### src/rtl/core/vomp_pkg.sv
`timescale 1ns / 1ps

package vomp_pkg;

	localparam int NUM_VIRTUAL  = 16;
	localparam int NUM_PHYSICAL = 16;

	// index widths; owner field holds a virtual index, 0 = unassigned
	localparam int VIRT_IW = (NUM_VIRTUAL > 1) ? $clog2(NUM_VIRTUAL) : 1;
	localparam int PIN_IW  = (NUM_PHYSICAL > 1) ? $clog2(NUM_PHYSICAL) : 1;
	localparam int CNT_W   = (VIRT_IW > PIN_IW) ? VIRT_IW : PIN_IW;

	localparam logic [7:0] LONG_PULSE_RESET = 8'd15;

	// command codes
	localparam logic [2:0] CMD_ASSIGN   = 3'd0;
	localparam logic [2:0] CMD_ACTIVATE = 3'd1;
	localparam logic [2:0] CMD_ACTION   = 3'd2;
	localparam logic [2:0] CMD_TICK     = 3'd3;
	localparam logic [2:0] CMD_SYNC     = 3'd4;

	// function codes
	localparam logic [2:0] FN_NONE   = 3'd0;
	localparam logic [2:0] FN_TOGGLE = 3'd1;
	localparam logic [2:0] FN_HIGH   = 3'd2;
	localparam logic [2:0] FN_LOW    = 3'd3;
	localparam logic [2:0] FN_SHORT  = 3'd4;
	localparam logic [2:0] FN_LONG   = 3'd5;

	typedef struct packed {
		logic [2:0] command;
		logic [3:0] virtual_index;
		logic [3:0] physical_index;
		logic [2:0] function_code;
		logic       initial_level;
		logic [7:0] elapsed_ticks;
	} in_t;

	typedef struct packed {
		logic [15:0] pin_levels;
		logic        assign_ok;
		logic        last_result;
	} out_t;

	typedef enum logic [2:0] {
		ST_IDLE,
		ST_DECODE,
		ST_VWALK,
		ST_PWALK,
		ST_EMIT_MID,
		ST_EMIT_END
	} state_t;

	// decode status from datapath to sequencer
	typedef struct packed {
		logic [2:0] cmd;
		logic [2:0] func;
		logic       v_ok;
		logic       long_idle;
	} dec_t;

	// sequencer controls to datapath
	typedef struct packed {
		logic             in_ready;
		logic             accept;
		logic             decode;
		logic             vwalk;
		logic             pwalk;
		logic             emit;
		logic             emit_last;
		logic [CNT_W-1:0] cnt;
	} ctl_t;

endpackage

### src/rtl/core/vomp_ctrl.sv
`timescale 1ns / 1ps

module vomp_ctrl import vomp_pkg::*; (
	input  logic clk,
	input  logic arst_n,
	input  logic in_valid,
	input  dec_t dec,
	input  logic slot_free,
	output ctl_t ctl
);

	state_t           state_q, state_d;
	logic [CNT_W-1:0] cnt_q;
	logic             short_q;
	logic             pass2_q;
	logic             v_last;
	logic             p_last;
	logic             is_act;

	assign v_last = (cnt_q == CNT_W'(NUM_VIRTUAL - 1));
	assign p_last = (cnt_q == CNT_W'(NUM_PHYSICAL - 1));
	assign is_act = (dec.cmd == CMD_ACTIVATE) || (dec.cmd == CMD_ACTION);

	// next state
	always_comb begin
		state_d = state_q;
		unique case (state_q)
			ST_IDLE: begin
				if (in_valid) state_d = ST_DECODE;
			end
			ST_DECODE: begin
				state_d = ST_EMIT_END;
				if (dec.cmd == CMD_TICK) begin
					state_d = ST_VWALK;
				end else if (is_act && dec.v_ok) begin
					if (dec.func == FN_TOGGLE || dec.func == FN_HIGH ||
					    dec.func == FN_LOW || dec.func == FN_SHORT) begin
						state_d = ST_PWALK;
					end else if (dec.func == FN_LONG && dec.long_idle) begin
						state_d = ST_PWALK;
					end
				end
			end
			ST_VWALK: begin
				if (v_last) state_d = ST_PWALK;
			end
			ST_PWALK: begin
				if (p_last) state_d = (short_q && !pass2_q) ? ST_EMIT_MID : ST_EMIT_END;
			end
			ST_EMIT_MID: begin
				if (slot_free) state_d = ST_PWALK;
			end
			ST_EMIT_END: begin
				if (slot_free) state_d = ST_IDLE;
			end
			default: state_d = ST_IDLE;
		endcase
	end

	// outputs
	always_comb begin
		ctl           = '0;
		ctl.in_ready  = (state_q == ST_IDLE);
		ctl.accept    = (state_q == ST_IDLE) && in_valid;
		ctl.decode    = (state_q == ST_DECODE);
		ctl.vwalk     = (state_q == ST_VWALK);
		ctl.pwalk     = (state_q == ST_PWALK);
		ctl.emit      = ((state_q == ST_EMIT_MID) || (state_q == ST_EMIT_END)) && slot_free;
		ctl.emit_last = (state_q == ST_EMIT_END);
		ctl.cnt       = cnt_q;
	end

	always_ff @(posedge clk or negedge arst_n) begin
		if (!arst_n) begin
			state_q <= ST_IDLE;
			cnt_q   <= '0;
			short_q <= 1'b0;
			pass2_q <= 1'b0;
		end else begin
			state_q <= state_d;
			// index restarts at every walk boundary
			if ((state_q == ST_VWALK && !v_last) || (state_q == ST_PWALK && !p_last)) begin
				cnt_q <= cnt_q + 1'b1;
			end else begin
				cnt_q <= '0;
			end
			if (state_q == ST_DECODE) short_q <= is_act && (dec.func == FN_SHORT);
			if (state_q == ST_IDLE) begin
				pass2_q <= 1'b0;
			end else if (state_q == ST_EMIT_MID && slot_free) begin
				pass2_q <= 1'b1;
			end
		end
	end

endmodule

### src/rtl/core/virtual_output_mapper_pulse_core.sv
`timescale 1ns / 1ps

// Virtual output mapper with pulse support.
// Input channel in_valid/in_ready/in_data carries one command transaction;
// output channel out_valid/out_ready/out_data returns its results.
// cfg_wr_en/cfg_wr_data write the long pulse length; write only when idle.
// One command in flight at a time: in_ready is high only in the idle state.
// Steps from input transaction to its last result:
//   assign, sync, unknown codes, inert functions, running long pulse: decode, emit
//   toggle / set high / set low / idle long pulse:  decode, pin walk, emit
//   short pulse: decode, pin walk, first emit, pin walk, last emit
//   tick:        decode, counter walk, pin walk, emit
// The walks are done by the shared walk unit, which visits one pulse counter
// or one physical pin per cycle.
// A short pulse gives two results, toggled then restored, the first with
// last_result low.
// Results sit in a single output register; a stalled receiver holds the
// sequencer in its emit state until the slot drains.
// Reset (arst_n low) unassigns every pin, clears functions, pulse counters
// and pin levels, and loads a long pulse length of 15. No clearing pass.
module virtual_output_mapper_pulse_core import vomp_pkg::*; (
	input  logic       clk,
	input  logic       arst_n,
	input  logic       in_valid,
	output logic       in_ready,
	input  in_t        in_data,
	output logic       out_valid,
	input  logic       out_ready,
	output out_t       out_data,
	input  logic       cfg_wr_en,
	input  logic [7:0] cfg_wr_data
);

	typedef enum logic [1:0] {PM_TOGGLE, PM_HIGH, PM_LOW} pin_mode_t;

	// stored state
	logic [VIRT_IW-1:0]      pin_owner_q   [NUM_PHYSICAL];
	logic [2:0]              group_func_q  [NUM_VIRTUAL];
	logic [7:0]              pulse_count_q [NUM_VIRTUAL];
	logic [NUM_PHYSICAL-1:0] shadow_q;
	logic [NUM_PHYSICAL-1:0] driven_q;
	logic [7:0]              long_pulse_q;

	// current command
	in_t                     item_q;
	logic [2:0]              func_q;
	logic [NUM_VIRTUAL-1:0]  mask_q;     // groups the pin walk acts on
	logic                    ok_q;

	logic                    out_valid_q;
	out_t                    out_q;

	ctl_t                    ctl;
	dec_t                    dec;
	logic                    slot_free;

	logic [VIRT_IW-1:0]      item_vidx;
	logic [PIN_IW-1:0]       item_pidx;
	logic [VIRT_IW-1:0]      walk_vidx;
	logic [PIN_IW-1:0]       walk_pidx;
	logic [PIN_IW-1:0]       own_ridx;
	logic [VIRT_IW-1:0]      cnt_ridx;
	logic [VIRT_IW-1:0]      owner_rd;
	logic [7:0]              count_rd;
	logic                    v_ok;
	logic                    p_ok;
	logic                    assign_hit;
	logic                    pin_hit;
	logic                    new_bit;
	pin_mode_t               mode;
	logic [15:0]             levels;

	vomp_ctrl u_ctrl (
		.clk      (clk),
		.arst_n   (arst_n),
		.in_valid (in_valid),
		.dec      (dec),
		.slot_free(slot_free),
		.ctl      (ctl)
	);

	assign in_ready  = ctl.in_ready;
	assign slot_free = !out_valid_q || out_ready;

	assign item_vidx = VIRT_IW'(item_q.virtual_index);
	assign item_pidx = PIN_IW'(item_q.physical_index);
	assign walk_vidx = ctl.cnt[VIRT_IW-1:0];
	assign walk_pidx = ctl.cnt[PIN_IW-1:0];
	assign v_ok      = (32'(item_q.virtual_index) < NUM_VIRTUAL);
	assign p_ok      = (32'(item_q.physical_index) < NUM_PHYSICAL);

	// one read port each on the owner and counter tables
	assign own_ridx  = ctl.decode ? item_pidx : walk_pidx;
	assign cnt_ridx  = ctl.vwalk ? walk_vidx : item_vidx;
	assign owner_rd  = pin_owner_q[own_ridx];
	assign count_rd  = pulse_count_q[cnt_ridx];

	always_comb begin
		dec.cmd       = item_q.command;
		dec.func      = (item_q.command == CMD_ACTIVATE) ? group_func_q[item_vidx]
		                                                 : item_q.function_code;
		dec.v_ok      = v_ok;
		dec.long_idle = (count_rd == 8'd0);
	end

	assign assign_hit = (item_q.command == CMD_ASSIGN) && v_ok && (item_q.virtual_index != 4'd0)
	                    && p_ok && (owner_rd == '0);

	// pin walk unit: owner lookup against the group mask, then level update
	always_comb begin
		if (item_q.command == CMD_TICK) begin
			mode = PM_TOGGLE;
		end else begin
			priority case (func_q)
				FN_HIGH: mode = PM_HIGH;
				FN_LOW:  mode = PM_LOW;
				default: mode = PM_TOGGLE;
			endcase
		end
	end

	assign pin_hit = mask_q[owner_rd];

	always_comb begin
		unique case (mode)
			PM_HIGH: new_bit = 1'b1;
			PM_LOW:  new_bit = 1'b0;
			default: new_bit = ~shadow_q[walk_pidx];
		endcase
	end

	// item and per-command registers; the null output owns no pins, so its
	// mask bit stays low and unassigned pins are never touched
	always_ff @(posedge clk) begin
		if (ctl.accept) item_q <= in_data;
		if (ctl.decode) begin
			func_q <= dec.func;
			ok_q   <= assign_hit;
			mask_q <= ((item_q.command != CMD_TICK) && (item_vidx != '0))
			          ? (NUM_VIRTUAL'(1) << item_vidx) : '0;
		end else if (ctl.vwalk) begin
			if (count_rd != 8'd0 && item_q.elapsed_ticks >= count_rd)
				mask_q[walk_vidx] <= (walk_vidx != '0);
		end
	end

	// mapping state
	always_ff @(posedge clk or negedge arst_n) begin
		if (!arst_n) begin
			pin_owner_q   <= '{default: '0};
			group_func_q  <= '{default: FN_NONE};
			pulse_count_q <= '{default: '0};
			shadow_q      <= '0;
			driven_q      <= '0;
			long_pulse_q  <= LONG_PULSE_RESET;
		end else begin
			if (cfg_wr_en) long_pulse_q <= cfg_wr_data;
			if (ctl.decode) begin
				if (assign_hit) begin
					pin_owner_q[item_pidx]   <= item_vidx;
					shadow_q[item_pidx]      <= item_q.initial_level;
					group_func_q[item_vidx]  <= item_q.function_code;
				end
				if (item_q.command == CMD_SYNC) driven_q <= shadow_q;
				// long pulse arms its counter only when none is running
				if ((item_q.command == CMD_ACTIVATE || item_q.command == CMD_ACTION) && v_ok
				    && dec.func == FN_LONG && dec.long_idle) begin
					pulse_count_q[item_vidx] <= long_pulse_q;
				end
			end
			if (ctl.vwalk && count_rd != 8'd0) begin
				if (item_q.elapsed_ticks >= count_rd) begin
					pulse_count_q[walk_vidx] <= 8'd0;
				end else begin
					pulse_count_q[walk_vidx] <= count_rd - item_q.elapsed_ticks;
				end
			end
			if (ctl.pwalk && pin_hit) begin
				shadow_q[walk_pidx] <= new_bit;
				driven_q[walk_pidx] <= new_bit;
			end
		end
	end

	// pins above 15 stay internal; missing pins read low
	for (genvar i = 0; i < 16; i++) begin : g_levels
		if (i < NUM_PHYSICAL) begin : g_pin
			assign levels[i] = driven_q[i];
		end else begin : g_none
			assign levels[i] = 1'b0;
		end
	end

	// output register
	always_ff @(posedge clk or negedge arst_n) begin
		if (!arst_n) begin
			out_valid_q <= 1'b0;
		end else if (ctl.emit) begin
			out_valid_q <= 1'b1;
		end else if (out_ready) begin
			out_valid_q <= 1'b0;
		end
	end

	always_ff @(posedge clk) begin
		if (ctl.emit) begin
			out_q.pin_levels  <= levels;
			out_q.assign_ok   <= ctl.emit_last && ok_q;
			out_q.last_result <= ctl.emit_last;
		end
	end

	assign out_valid = out_valid_q;
	assign out_data  = out_q;

	// checks
	a_busy_after_accept: assert property (@(posedge clk) disable iff (!arst_n)
		ctl.accept |=> !in_ready)
		else $error("input taken while a command is in progress");

	a_ok_on_last: assert property (@(posedge clk) disable iff (!arst_n)
		out_valid && out_data.assign_ok |-> out_data.last_result)
		else $error("assign status on a non-final result");

	a_null_group: assert property (@(posedge clk) disable iff (!arst_n)
		ctl.pwalk |-> !mask_q[0])
		else $error("walk acting on unassigned pins");

	a_emit_slot: assert property (@(posedge clk) disable iff (!arst_n)
		ctl.emit |-> (!out_valid || out_ready))
		else $error("result overwrote one not yet taken");

endmodule
### config.mk
export PLATFORM = sky130hd
export DESIGN_NAME = virtual_output_mapper_pulse_core
export DESIGN_NICKNAME = d
export VERILOG_FILES = /design/src/rtl/core/vomp_pkg.sv /design/src/rtl/core/vomp_ctrl.sv /design/src/rtl/core/virtual_output_mapper_pulse_core.sv
export SDC_FILE = /design/constraint.sdc
export NUM_CORES = 1
export LEC_CHECK = 0
export BUFFER_PORTS_ARGS = -buffer_cell sky130_fd_sc_hd__buf_2
export CORE_MARGIN = 4
export CORE_UTILIZATION = 50
export DETAILED_ROUTE_END_ITERATION = 8
export PLACE_DENSITY = 0.69
export SYNTH_ARGS = -nofsm -noshare
export SYNTH_HDL_FRONTEND = slang
export SYNTH_SLANG_ARGS = --single-unit
### constraint.sdc
create_clock -name clk -period 7.1 [get_ports clk]
set_clock_uncertainty 0.1 [all_clocks]
set_input_delay 0.71 -clock clk [delete_from_list [all_inputs] [get_ports clk]]
set_output_delay 0.71 -clock clk [all_outputs]
set_load 0.05 [all_outputs]
==> results.py <==
metrics = {
    "timing": {
        "relSlewSlack_pct": 9.86,
        "fin_crit_sh_pct": 89.1,
        "holdWs_ns": -0.00207,
        "min_period_ns": 6.33,
        "slew_viol_final": 0,
        "rsz0062_at_grt": "false",
        "fin_ws_ns": 0.773,
        "setup-violations-final": 0,
        "worstMarginPinSlew_ns": 1.34,
        "finalSetupTns_ns": 0,
        "fmax_mhz": 158,
        "hold_violations": 3,
    },
    "die": {
        "num_rows": 71,
        "core_region_area_sq_mm": 0.0376,
        "dieArea_sq_mm": 0.0411,
        "die_w_um": 203,
        "ios": 56,
        "initial_core_util_pct": 50.5,
        "fp.dieH_um": 203,
    },
    "grt": {
        "grt_pass1_wl_um": 81400,
        "grt_start_max_net_pins": 162,
        "grt_pass1_vias": 13400,
        "grt-ovfl-total": 0,
        "grt_use_total_pct": 25.3,
        "grtUsageMet1_pct": 35.6,
        "antenna_found_initial": 0,
        "top_usage_layer": "met2",
        "use_met2_pct": 38.3,
        "grtUsageMet3_pct": 6.39,
    },
    "worst_setup_path": {
        "cp.required_ns": 7.46,
        "worstPathArrival_ns": 6.69,
        "rr_worst_depth": 18,
        "path_cells": "or3b_2 > buf_4 > mux2i_2 > mux2i_1 > mux2i_1 > mux2_2 > a21oi_1 > ha_1 > fa_1 > nor2b_1 > o21ai_0 > a21oi_1 > o21ai_0 > a21oi_1 > o21a_1 > o21a_1 > nand3b_1 > mux2i_1",
        "worst_setup_path_start_kind": "flop",
        "crit_fanout": 16,
        "cpPeakStageDelay_ns": 0.87,
        "crit_path_top_delay_cell": "mux2i_2",
        "critPathKind": "reg2reg",
        "endpoint_kind": "flop",
    },
    "synthesis": {
        "synth_area_sq_mm": 0.0190,
        "netlist_instances": 1490,
        "synth_common_cells": "286 x dfrtp_1, 217 x mux2i_1, 128 x a41oi_1",
        "yosys-top-cells-area": "dfrtp_1 38%, mux2i_1 11%, edfxtp_1 9.7%, mux4_2 7.0%, a41oi_1 5.9%",
        "yosysMostFrequentCell": "dfrtp_1",
        "ys.flop_type": "dfrtp_1",
        "syn_avg_cell_area_sq_um": 12.7,
        "synth_nets": 1540,
        "synth_edf_count": 61,
        "synth_top_cell_area_share_pct": 37.7,
        "ys_warn_count": 0,
        "seq_area_frac_synth_pct": 47.9,
        "yosysTopAreaCell": "dfrtp_1",
        "ys_ff_latch": 351,
        "yosysUniqueCellTypes": 82,
        "synth-async-reset-ratio_pct": 82.6,
    },
    "final_layout": {
        "fin_nets": 1532,
        "n_fill_cell": 3066,
        "antenna_cells": 0,
        "area_growth_pct": 9.83,
        "drive_gt1_share_pct": 23.2,
    },
    "run_status": {
        "violations": "hold timing",
        "status": "finished with violations",
    },
    "placement": {
        "gp_congestion": 0.895,
        "numPortBuffers": 55,
        "dpl.hpwl_um": 33900,
        "pre_cts_slack_ns": 0.983,
    },
    "cts": {
        "clkLatencyLatePin_ns": 0.57,
        "h-tree-depth": 2,
        "ctsHoldBuffers": 0,
        "clkTransAtPathRegs_ns": 0.06,
        "cts_setup_buffers": 0,
        "cts_resized": 0,
        "cts_tree": "yes",
        "cts_num_sinks": 351,
        "clock_path_buffers": 3,
        "cts_root_buf": "clkbuf_16",
        "cts_buffers": 39,
    },
    "hold_path": {
        "min_path_type": "in2async",
    },
    "power_and_ir_drop": {
        "ir_drop_mv": 0.599,
        "p_per_area_mw_per_mm2": 403,
        "total_power_w": 0.00840,
        "leakagePower_nw": 9.31,
    },
    "route": {
        "drtIter0Drc": 1492,
        "ant_nets": 0,
        "dr.pass1.iters": 5,
        "vias_per_cell": 6.63,
        "vias": 13400,
        "drt_wl_total_um": 52000,
        "routedWlPerCell_um": 25.7,
        "route.detailed.drc": 0,
    },
    "flow_run": {
        "max_cap_viol_count": 0,
    },
}
==> metal layers <==
metal	routed length, um	vias up
met4	1900	0
met2	23800	615
met1	21600	6852
met5	0	-
li1	-	5807
met3	4720	133
==> cell families (layout without fill, tap and decap cells) <==
group | after synthesis | after routing | share of synthesized area, %
mux | 341 | 341 | 22.7
buf+inv | 169 | 191 | 4.46
fa+ha+maj | 14 | 14 | 0.963
compound gates | 336 | 336 | 15.2
other cells | 1 | 1 | 0.0198
xor+xnor | 4 | 4 | 0.185
simple gates | 274 | 274 | 8.61
flops | 351 | 351 | 47.9
==> layout make-up <==
type	count	area (sq um)	area share, %
Multi-Input combinational cell	970	9130	43.8
Sequential cell	351	9090	43.6
Clock buffer	61	1220	5.86
Tap cell	511	639	3.07
Timing Repair Buffer	91	581	2.79
Inverter	29	111	0.534
Clock inverter	10	67.6	0.324
==> final timing paths <==
path | startpoint | end | slack [ns]
setup / recovery | u_ctrl.state_q[0] | pulse_count_q[36] | 0.77
hold / removal | arst_n | pin_owner_q[63] | -0.002
setup reg to reg | u_ctrl.state_q[0] | pulse_count_q[36] | 0.77
hold reg to reg | group_func_q[45] | group_func_q[45] | 0.28
max in group asynchronous | arst_n | pulse_count_q[75] | 5.55
min in group clk | in_data[13] | item_pidx[1] | 0.23
==> cell usage in the layout (no fill, tap or decap), types with 5 or more instances in the layout <==
cell	count
inv_1	28
nor2_1	41
clkbuf_8	12
and2_1	5
nand4_1	6
a21o_1	65
clkbuf_1	8
a22oi_4	11
dfrtp_1	286
nand3_1	21
o21ai_0	28
nor2b_1	16
nor3_1	45
nand2b_1	13
a41oi_1	128
o22ai_1	14
nor3_2	14
nand3b_1	6
edfxtp_1	61
a22oi_1	21
nand2_1	60
buf_2	54
clkinv_2	6
nor3_4	13
mux2_2	60
a211oi_1	12
ha_1	13
clkbuf_16	41
nor4_2	7
mux2i_1	215
a21oi_1	7
buf_4	34
mux4_2	59
==> state kept, by name (all words and copies together) (netlist names), 4 cells and up <==
signal / flops
driven_q: 16
group_func_q: 48
item_pidx: 4
item_q: 12
item_vidx: 4
long_pulse_q: 8
mask_q: 16
out_data: 18
pin_owner_q: 64
pulse_count_q: 128
shadow_q: 16
u_ctrl.cnt_q: 4
==> worst max-delay path: cells and delay by family (launching register included) <==
kind	cells	cell delay, ns
compound gates	7	1.31
fa+ha+maj	2	0.69
buf+inv	1	0.32
flops	1	0.48
mux	5	1.79
simple gates	3	1.52
==> power by group <==
group / internal [W] / switching, W / leakage (nW)
Sequential: 0.00241 / 0.000270 / 4.51
Clock: 0.00118 / 0.000829 / 0.642
Combinational: 0.00118 / 0.00253 / 4.16
Total: 0.00477 / 0.00363 / 9.31
==> through the flow <==
stage | cells | utilization [%] | cell area [sq um]
global route | 2023 | 55.5 | 20800
finish | 2023 | 55.5 | 20800
detailed placement | 1952 | 52.0 | 19600
global placement | 1952 | 52.0 | 19600
floorplan | 1490 | - | 19000
CTS | 2023 | 55.5 | 20800
Power figures use the tool's default switching activity.
